**src/sv/ascii_command_line_parser_unit_assert.svh**
```systemverilog
// Assertion macros for the ASCII command line parser unit.
// Included by modules that check their own logic; needs signals aclk and aresetn.
`ifndef ASCII_COMMAND_LINE_PARSER_UNIT_ASSERT_SVH
`define ASCII_COMMAND_LINE_PARSER_UNIT_ASSERT_SVH

// Same-cycle implication, disabled during reset.
`define ACP_ASSERT_NOW(label, ante, cons, msg) \
    label: assert property (@(posedge aclk) disable iff (!aresetn) (ante) |-> (cons)) \
        else $error(msg);

// Next-cycle implication, disabled during reset.
`define ACP_ASSERT_NEXT(label, ante, cons, msg) \
    label: assert property (@(posedge aclk) disable iff (!aresetn) (ante) |=> (cons)) \
        else $error(msg);

`endif

```
**src/sv/acp_pkg.sv**
```systemverilog
// Shared types, character constants and arithmetic helpers for the command line parser.
// No dependencies.
package acp_pkg;

    localparam logic [7:0] CH_ZERO      = 8'h30;
    localparam logic [7:0] CH_NINE      = 8'h39;
    localparam logic [7:0] CH_MINUS     = 8'h2D;
    localparam logic [7:0] CH_CR        = 8'h0D;
    localparam logic [7:0] CH_LF        = 8'h0A;
    localparam logic [7:0] SEP_RESET    = 8'd44;
    localparam int         APB_AW       = 3;
    localparam logic [APB_AW-1:0] ADDR_SEPARATOR = 3'd0;

    localparam logic STATUS_OK   = 1'b0;
    localparam logic STATUS_FAIL = 1'b1;

    typedef enum logic [2:0] {
        PH_CODE = 3'b001,
        PH_LIN  = 3'b010,
        PH_ROT  = 3'b100
    } phase_t;

    typedef struct packed {
        phase_t      phase;
        logic [7:0]  code_acc;
        logic [15:0] lin_acc;
        logic [15:0] rot_acc;
        logic        minus_seen;
    } parse_state_t;

    typedef struct packed {
        logic               valid;
        logic               status;
        logic [7:0]         command_code;
        logic signed [15:0] linear_value;
        logic signed [15:0] rotation_value;
    } parse_result_t;

    localparam parse_state_t STATE_IDLE = '{
        phase: PH_CODE, code_acc: 8'd0, lin_acc: 16'd0, rot_acc: 16'd0, minus_seen: 1'b0
    };

    function automatic logic [15:0] acc16(input logic [15:0] acc, input logic [7:0] c);
        logic [7:0] d;
        d = c - CH_ZERO;
        return (acc << 3) + (acc << 1) + {8'd0, d};
    endfunction

    function automatic logic [7:0] acc8(input logic [7:0] acc, input logic [7:0] c);
        logic [7:0] d;
        d = c - CH_ZERO;
        return (acc << 3) + (acc << 1) + d;
    endfunction

endpackage

```
**src/sv/acp_step.sv**
```systemverilog
// Next-state and result logic for one received byte of the command line parser.
// Purely combinational; depends on acp_pkg.
module acp_step
    import acp_pkg::*;
(
    input  parse_state_t  state_in,
    input  logic [7:0]    rx_byte,
    input  logic [7:0]    separator,
    output parse_state_t  state_out,
    output parse_result_t result
);

    logic is_digit;
    logic is_eol;
    logic is_sep;
    logic is_minus;

    assign is_digit = (rx_byte >= CH_ZERO) && (rx_byte <= CH_NINE);
    assign is_eol   = (rx_byte == CH_CR) || (rx_byte == CH_LF);
    assign is_sep   = (rx_byte == separator);
    assign is_minus = (rx_byte == CH_MINUS);

    always_comb begin
        state_out = state_in;
        result    = '0;
        unique case (state_in.phase)
            PH_ROT: begin
                if (is_eol) begin
                    result.valid          = 1'b1;
                    result.status         = STATUS_OK;
                    result.command_code   = state_in.code_acc;
                    result.linear_value   = state_in.lin_acc;
                    result.rotation_value = state_in.minus_seen ? 16'd0 - state_in.rot_acc
                                                                : state_in.rot_acc;
                    state_out             = STATE_IDLE;
                end else begin
                    if (is_minus) begin
                        state_out.minus_seen = 1'b1;
                    end
                    if (is_digit) begin
                        state_out.rot_acc = acc16(state_in.rot_acc, rx_byte);
                    end
                end
            end
            PH_LIN: begin
                if (is_sep) begin
                    if (state_in.minus_seen) begin
                        state_out.lin_acc = 16'd0 - state_in.lin_acc;
                    end
                    state_out.minus_seen = 1'b0;
                    state_out.phase      = PH_ROT;
                end else if (is_eol) begin
                    result.valid  = 1'b1;
                    result.status = STATUS_FAIL;
                    state_out     = STATE_IDLE;
                end else begin
                    if (is_minus) begin
                        state_out.minus_seen = 1'b1;
                    end
                    if (is_digit) begin
                        state_out.lin_acc = acc16(state_in.lin_acc, rx_byte);
                    end
                end
            end
            PH_CODE: begin
                if (is_sep) begin
                    state_out.minus_seen = 1'b0;
                    state_out.phase      = PH_LIN;
                end else if (is_eol) begin
                    result.valid  = 1'b1;
                    result.status = STATUS_FAIL;
                    state_out     = STATE_IDLE;
                end else if (is_digit) begin
                    state_out.code_acc = acc8(state_in.code_acc, rx_byte);
                end
            end
            default: begin
                state_out = STATE_IDLE;
            end
        endcase
    end

endmodule

```
**src/sv/ascii_command_line_parser_unit.sv**
```systemverilog
// Path: an accepted input byte is held in the input register, and a result that it yields is
// registered in the result register before it appears on the m_ side.
// Throughput: one item per cycle unless the m_ side stalls; the input and result registers
// each hold one item; the combinational step logic between them updates the parser state.
// Reset (aresetn low, synchronous) empties both registers, returns the parser to the code
// field with cleared accumulators, and sets the separator to a comma.
module ascii_command_line_parser_unit
    import acp_pkg::*;
(
    input  logic              aclk,
    input  logic              aresetn,
    input  logic              s_axis_tvalid,
    output logic              s_axis_tready,
    input  logic [7:0]        s_axis_tdata,   // [7:0] rx_byte
    output logic              m_axis_tvalid,
    input  logic              m_axis_tready,
    output logic [39:0]       m_axis_tdata,   // [7:0] command_code, [23:8] linear_value,
                                              // [39:24] rotation_value
    output logic              m_axis_tuser,   // [0] status
    input  logic              psel,
    input  logic              penable,
    input  logic              pwrite,
    input  logic [APB_AW-1:0] paddr,
    input  logic [31:0]       pwdata,
    output logic [31:0]       prdata,
    output logic              pready
);

    `include "ascii_command_line_parser_unit_assert.svh"

    logic [7:0]    sep_reg;
    logic          in_valid_reg;
    logic [7:0]    in_byte_reg;
    parse_state_t  state_reg;
    parse_state_t  state_next;
    parse_result_t step_res;
    parse_result_t out_reg;
    logic          fire;
    logic          out_free;
    logic          cfg_wr;

    assign pready = 1'b1;
    assign cfg_wr = psel && penable && pwrite && pready;
    assign prdata = (paddr == ADDR_SEPARATOR) ? {24'd0, sep_reg} : 32'd0;

    always_ff @(posedge aclk) begin
        if (!aresetn) begin
            sep_reg <= SEP_RESET;
        end else if (cfg_wr && paddr == ADDR_SEPARATOR) begin
            sep_reg <= pwdata[7:0];
        end
    end

    assign out_free      = !out_reg.valid || m_axis_tready;
    assign fire          = in_valid_reg && out_free;
    assign s_axis_tready = !in_valid_reg || fire;

    acp_step u_step (
        .state_in  (state_reg),
        .rx_byte   (in_byte_reg),
        .separator (sep_reg),
        .state_out (state_next),
        .result    (step_res)
    );

    always_ff @(posedge aclk) begin
        if (!aresetn) begin
            in_valid_reg  <= 1'b0;
            state_reg     <= STATE_IDLE;
            out_reg.valid <= 1'b0;
        end else begin
            if (s_axis_tready) begin
                in_valid_reg <= s_axis_tvalid;
            end
            if (fire) begin
                state_reg     <= state_next;
                out_reg.valid <= step_res.valid;
            end else if (m_axis_tready) begin
                out_reg.valid <= 1'b0;
            end
        end
        if (s_axis_tready && s_axis_tvalid) begin
            in_byte_reg <= s_axis_tdata;
        end
        if (fire && step_res.valid) begin
            out_reg.status         <= step_res.status;
            out_reg.command_code   <= step_res.command_code;
            out_reg.linear_value   <= step_res.linear_value;
            out_reg.rotation_value <= step_res.rotation_value;
        end
    end

    assign m_axis_tvalid = out_reg.valid;
    assign m_axis_tuser  = out_reg.status;
    assign m_axis_tdata  = {out_reg.rotation_value, out_reg.linear_value, out_reg.command_code};

    `ACP_ASSERT_NOW(a_fail_zero, out_reg.valid && out_reg.status == STATUS_FAIL,
        out_reg.command_code == 8'd0 && out_reg.linear_value == 16'sd0 &&
        out_reg.rotation_value == 16'sd0, "Fail result carries nonzero values")
    `ACP_ASSERT_NEXT(a_result_restarts, fire && step_res.valid,
        state_reg == STATE_IDLE, "Parser did not restart after a line ended")
    `ACP_ASSERT_NEXT(a_input_held, in_valid_reg && !fire,
        in_valid_reg && $stable(in_byte_reg), "Pending input byte lost while stalled")
    `ACP_ASSERT_NEXT(a_ok_from_rotation, fire && step_res.valid && step_res.status == STATUS_OK,
        $past(state_reg.phase) == PH_ROT, "Ok result outside the rotation field")

endmodule

```
**config.mk**
```make
export PLATFORM = sky130hd
export DESIGN_NAME = ascii_command_line_parser_unit
export DESIGN_NICKNAME = d
export VERILOG_FILES = /design/src/sv/acp_pkg.sv /design/src/sv/acp_step.sv /design/src/sv/ascii_command_line_parser_unit.sv
export VERILOG_INCLUDE_DIRS = /design/src /design/src/sv
export SDC_FILE = /design/constraint.sdc
export NUM_CORES = 1
export LEC_CHECK = 0
export BUFFER_PORTS_ARGS = -buffer_cell sky130_fd_sc_hd__buf_2
export CORE_MARGIN = 2
export CORE_UTILIZATION = 60
export DETAILED_ROUTE_END_ITERATION = 12
export PLACE_DENSITY = 0.86
export SLEW_MARGIN = 25
export SYNTH_ARGS = -nofsm -noshare
export SYNTH_HDL_FRONTEND = slang
export SYNTH_SLANG_ARGS = --single-unit
```
**constraint.sdc**
```tcl
create_clock -name aclk -period 10.5 [get_ports aclk]
set_clock_uncertainty 0.1 [all_clocks]
set_input_delay 1.05 -clock aclk [delete_from_list [all_inputs] [get_ports aclk]]
set_output_delay 1.05 -clock aclk [all_outputs]
set_load 0.02 [all_outputs]
```
==> flow_metrics.env, run 1 <==
export IMPL_status="finished clean"
export IMPL_drv_slew=0
export IMPL_slew_limit_headroom=0.392
export IMPL_area_growth_syn_to_layout_pct=9.03
export IMPL_syn_area_sq_mm=0.00709
export IMPL_post_route_period_util=0.377
export IMPL_r2r_start="in_byte_reg[5]"
export IMPL_clock_latency_ns=0.35
export IMPL_detail_route_antenna_nets=0
export IMPL_ys_flop_type="dfxtp_1"
export IMPL_worstSetupStartpointType="register"
export IMPL_grt_overflow=0
export IMPL_synth_commonest_cells="nand2_1, ha_1, dfxtp_1, edfxtp_1, nand3_1"
export IMPL_min_to="state_reg[40]"
export IMPL_synth_edff_count=49
export IMPL_synth_area_per_cell_sq_um=9.47
export IMPL_antenna_found_initial=0
export IMPL_path_clk_slew_ns=0.08
export IMPL_ff2ff_setup_slack_ns=6.54
export IMPL_reg2regPathDepth=11
export IMPL_ir_worst_vdd_uv=83.4
export IMPL_die_width_microns=113
export IMPL_dieArea_sq_mm=0.0127
export IMPL_rows=39
export IMPL_fin_cells=955
export IMPL_critPathCaptureType="register"
export IMPL_wl_per_cell_microns=17.3
export IMPL_largest_reg_flops=44
export IMPL_path_cells="ha_1, xnor2_1, fa_1, ha_1, and3_1, a221o_1, o21a_1, o21a_1, o21ai_0, xnor2_1, a31o_1"
export IMPL_syn_inst=749
export IMPL_worstMarginPinSlew_ns=0.912
export IMPL_min_from="state_reg[40]"
export IMPL_cp_slowest_cell="xnor2_1"
export IMPL_track_usage=0.266
export IMPL_power_density_mw_per_mm2=107
export IMPL_cts_hold_buf=0
export IMPL_worst_path_max_fanout=5
export IMPL_synth_top_area_frac=0.207
export IMPL_nets=930
export IMPL_postCtsSetupBuffers=0
export IMPL_cts_max_path_buffers=2
export IMPL_grt_pass1_wl_microns=27700
export IMPL_cts_htree_levels=3
export IMPL_yosysWarnings=0
export IMPL_drt_iter0_drc=619
export IMPL_top_usage_layer="met2"
export IMPL_required_ns=10.64
export IMPL_tns_ns=0
export IMPL_wl_microns=16500
export IMPL_synth_most_common_cell="nand2_1"
export IMPL_critPathTopFamily="adder cells"
export IMPL_hold_path_class="register to register"
export IMPL_synth_async_reset_ratio=0
export IMPL_synth_area_top_cells="edfxtp_1, dfxtp_1, ha_1"
export IMPL_ctsResizeCount=0
export IMPL_path_buf_inv=0
export IMPL_arrival_ns=4.11
export IMPL_power_leakage_uw=0.00356
export IMPL_rsz0062_at_grt="no"
export IMPL_drc=0
export IMPL_die_height_microns=113
export IMPL_ys_ff_latch=103
export IMPL_numPlacedInstances=939
export IMPL_ys_types=67
export IMPL_grt_max_degree=62
export IMPL_clkSinkCount=103
export IMPL_yosysSeqAreaShare=0.360
export IMPL_grt_pass1_vias=5671
export IMPL_finalSetupViolCount=0
export IMPL_io_pins=126
export IMPL_post_route_min_period_ns=3.96
export IMPL_drive_above_1_share=0.131
export IMPL_use_met2=0.458
export IMPL_maxCapViolations=0
export IMPL_dr_pass1_iters=5
export IMPL_r2r_end="state_reg[31]"
export IMPL_start_util=0.618
export IMPL_hold_viol_final=0
export IMPL_min_delay_path_depth=2
export IMPL_yosysTopAreaCell="edfxtp_1"
export IMPL_dr_total_vias=5861
export IMPL_place_congestion=0.892
export IMPL_crit_path_max_incr_delay_ns=0.65
export IMPL_use_met3=0.0359
export IMPL_n_antenna_cell=0
export IMPL_critical_path_class="register to register"
export IMPL_core_sq_mm=0.0115
export IMPL_cts_tree="built"
export IMPL_drt_vias_per_instance=6.14
export IMPL_grtUsageMet1=0.353
export IMPL_port_buffers=76
export IMPL_dp_hpwl_microns=12100
export IMPL_fmax_mhz=252
export IMPL_cts_root_buf="clkbuf_16"
export IMPL_cts_made_buffers=9
## worst max-delay path by stage
| stage | startpoint | to | cells after the start |
|---|---|---|---|
| after global placement | in_byte_reg[5] | state_reg[31] | 11 |
| after floorplan | m_axis_tready | m_axis_tdata[0] | 3 |
| after detailed placement | in_byte_reg[5] | state_reg[31] | 11 |
| after global routing | in_byte_reg[5] | state_reg[31] | 11 |
| after CTS | in_byte_reg[5] | state_reg[31] | 11 |
| final | in_byte_reg[5] | state_reg[31] | 11 |
## where the power goes
| group | total (uW) | switching (uW) | internal (uW) |
|---|---|---|---|
| combinational | 73.9 | 47.0 | 26.9 |
| clock | 323 | 159 | 164 |
| sequential | 428 | 6.78 | 421 |
| total | 825 | 213 | 612 |
## placed cells by master, fill, tap and decap left out, types with 29 or more instances in the layout
cell type,instances
nand2_1,84
o21ai_0,29
nand3_1,42
and3_1,29
xor2_1,31
ha_1,56
buf_2,76
edfxtp_1,49
nor2_1,41
xnor2_1,36
dfxtp_1,54
## logic make-up after synthesis
group / count (synthesis) / share of synthesized area
and+or+nand+nor: 278 / 0.198
buffers and inverters: 66 / 0.0510
muxes: 7 / 0.00988
other: 2 / 0.00106
AOI/OAI and AO/OA: 153 / 0.150
DFF: 103 / 0.360
xor gates and xnor gates: 67 / 0.0827
adders and majority gates: 73 / 0.147
## metrics by stage
stage / setup slack [ns] / utilization / power, uW / hold WS, ns / area [sq um]
2_1_floorplan: 6.51 / - / 494 / 0.326 / 7180
3_3_place_gp: 6.67 / 0.649 / 504 / 0.338 / 7450
3_5_place_dp: 6.62 / 0.649 / 508 / 0.350 / 7450
4_1_cts: 6.60 / 0.674 / 824 / 0.359 / 7730
5_1_grt: 6.39 / 0.674 / 849 / 0.401 / 7730
6_report: 6.54 / 0.674 / 825 / 0.357 / 7730
## layout make-up
class,instances,area [sq um]
well taps,143,179
flip-flops and latches,103,2550
clock inverters,7,56.3
clock buffers,9,225
fillers,867,3730
inverters,12,45.0
repair buffers,78,395
multi-input cells,603,4280
## worst register-to-register path, delay by kind of cell, from the launching register on
kind	cells	cell delay [ns]
adders and majority gates	3	1.17
AOI/OAI and AO/OA	5	1.15
xor gates and xnor gates	2	0.76
DFF	1	0.48
and+or+nand+nor	1	0.21
## per-layer routing
layer,wire length [microns],up-vias
met5,0,-
met3,969,34
met4,356,0
li1,-,2770
met1,6870,2812
met2,8340,245
(Power assumes the default switching activity.)
==> run 2, diff against run 1 <==
--- a/config.mk
+++ b/config.mk
@@ -8,9 +8,9 @@
 export LEC_CHECK = 0
 export BUFFER_PORTS_ARGS = -buffer_cell sky130_fd_sc_hd__buf_2
 export CORE_MARGIN = 2
-export CORE_UTILIZATION = 60
+export CORE_UTILIZATION = 57
 export DETAILED_ROUTE_END_ITERATION = 12
-export PLACE_DENSITY = 0.86
+export PLACE_DENSITY = 0.82
 export SLEW_MARGIN = 25
 export SYNTH_ARGS = -nofsm -noshare
 export SYNTH_HDL_FRONTEND = slang
==> constraint.sdc (replaced) <==
create_clock -name aclk -period 4.12 [get_ports aclk]
set_clock_uncertainty 0.1 [all_clocks]
set_input_delay 0.412 -clock aclk [delete_from_list [all_inputs] [get_ports aclk]]
set_output_delay 0.412 -clock aclk [all_outputs]
set_load 0.02 [all_outputs]
==> run 2 against run 1 <==
Compared with the run above: wire length decreased by 2.1%; critical path type unchanged; final cell count increased by 3.8%; sequential power increased to 2.5 times the previous value; flip-flop and latch count unchanged.
==> flow_metrics.env, run 2 (same netlist as run 1, synthesis figures left out) <==
export IMPL_status="finished clean"
export IMPL_clock_latency_ns=0.35
export IMPL_timing_final_ws_setup_ns=0.634
export IMPL_fmax_mhz=287
export IMPL_worstSetupStartpointType="register"
export IMPL_ctsResizeCount=0
export IMPL_finalSetupViolCount=0
export IMPL_wl_microns=16200
export IMPL_grt_pass1_wl_microns=26400
export IMPL_final_seq_area_sq_mm=0.00255
export IMPL_drt_vias_per_instance=5.85
export IMPL_min_delay_path_depth=1
export IMPL_cts_tree="built"
export IMPL_die_height_microns=116
export IMPL_arrival_ns=3.64
export IMPL_area_growth_syn_to_layout_pct=11.2
export IMPL_port_buffers=76
export IMPL_grt_max_degree=62
export IMPL_grt_overflow=0
export IMPL_grt_pass1_vias=5606
export IMPL_post_route_min_period_ns=3.49
export IMPL_dieArea_sq_mm=0.0133
export IMPL_io_pins=126
export IMPL_nFillCells=934
export IMPL_n_antenna_cell=0
export IMPL_cts_made_buffers=9
export IMPL_ff2ff_setup_slack_ns=0.63
export IMPL_core_sq_mm=0.0121
export IMPL_reg2regPathDepth=11
export IMPL_die_width_microns=116
export IMPL_dr_total_vias=5796
export IMPL_maxCapViolations=0
export IMPL_drc=0
export IMPL_rows=40
export IMPL_post_route_period_util=0.846
export IMPL_antenna_found_initial=0
export IMPL_drt_iter0_drc=589
export IMPL_power_leakage_uw=0.00369
export IMPL_cts_root_buf="clkbuf_16"
export IMPL_drive_above_1_share=0.140
export IMPL_stdcell_area_sq_mm=0.00788
export IMPL_placed_area_sq_mm=0.00757
export IMPL_largest_reg_flops=44
export IMPL_place_congestion=0.883
export IMPL_cts_max_path_buffers=2
export IMPL_ir_worst_vdd_uv=203
export IMPL_fin_util=0.654
export IMPL_dp_hpwl_microns=11900
export IMPL_path_clk_slew_ns=0.07
export IMPL_worst_path_max_fanout=5
export IMPL_track_usage=0.249
export IMPL_critPathCaptureType="register"
export IMPL_dr_pass1_iters=6
export IMPL_detail_route_antenna_nets=0
export IMPL_wl_per_cell_microns=16.3
export IMPL_critical_path_class="register to register"
export IMPL_multi_input_area_sq_mm=0.00428
export IMPL_required_ns=4.27
export IMPL_cts_htree_levels=3
export IMPL_hold_path_class="primary input to register"
export IMPL_r2r_end="state_reg[31]"
export IMPL_min_from="s_axis_tdata[7]"
export IMPL_power_density_mw_per_mm2=277
export IMPL_final_common_cell="nand2_1"
export IMPL_slew_limit_headroom=0.529
export IMPL_final_cell_mix="nand2_1, buf_2, ha_1"
export IMPL_drv_slew=0
export IMPL_min_to="in_byte_reg[7]"
export IMPL_postCtsSetupBuffers=0
export IMPL_nets=941
export IMPL_start_util=0.588
export IMPL_place_ws_ns=0.674
export IMPL_r2r_start="in_byte_reg[5]"
export IMPL_clkSinkCount=103
export IMPL_tns_ns=0
export IMPL_hold_viol_final=0
export IMPL_rsz0062_at_grt="no"
export IMPL_worstMarginPinSlew_ns=0.701
export IMPL_cts_hold_buf=0
[run 2: cell type report]
class                      count  share of cell area
clock buffer                  12              0.0327
clock inverter                 4             0.00667
inverter                      12             0.00571
multi-input combinational    603               0.542
sequential                   103               0.324
tap                          168              0.0267
timing repair buffer          89              0.0622
[run 2: worst max-delay path: stages (launching register included)]
cell and delay, ns:
edfxtp_1 0.46, ha_1 0.25, xnor2_1 0.30, fa_1 0.49, ha_1 0.38, and3_1 0.21
a221o_1 0.37, o21a_1 0.20, o21a_1 0.17, o21ai_0 0.19, xnor2_1 0.09, a31o_1 0.17
[run 2: layer usage]
metal  share of wire  track usage  routed length [microns]  vias up
met5               0            0                        0        -
met4           0.030        0.108                      486        0
met3           0.061       0.0492                      991       47
met2            0.49        0.423                     7980      219
met1            0.42        0.308                     6740     2736
li1                -            -                        -     2794
[run 2: where the power goes]
group	switching [uW]	total [uW]	internal [uW]
Clock	389	901	512
Sequential	15.2	1090	1070
Combinational	121	196	74.8
Total	525	2180	1660
[run 2: worst max-delay path by stage]
stage / startpoint / to / slack (ns) / cells past startpoint
2_1_floorplan: in_byte_reg[4] / m_axis_tdata[0] / 0.23 / 6
3_3_place_gp: in_byte_reg[5] / state_reg[31] / 0.69 / 11
3_5_place_dp: in_byte_reg[5] / state_reg[31] / 0.67 / 11
4_1_cts: in_byte_reg[5] / state_reg[31] / 0.66 / 11
5_1_grt: in_byte_reg[5] / state_reg[16] / 0.40 / 12
6_report: in_byte_reg[5] / state_reg[31] / 0.63 / 11
[run 2: per-stage QoR]
step	instances	hold slack (ns)	power [uW]
finish	991	0.131	2180
global route	991	0.126	2250
CTS	991	0.130	2180
detailed placement	975	0.349	1300
global placement	975	0.338	1290
floorplan	772	0.326	1260
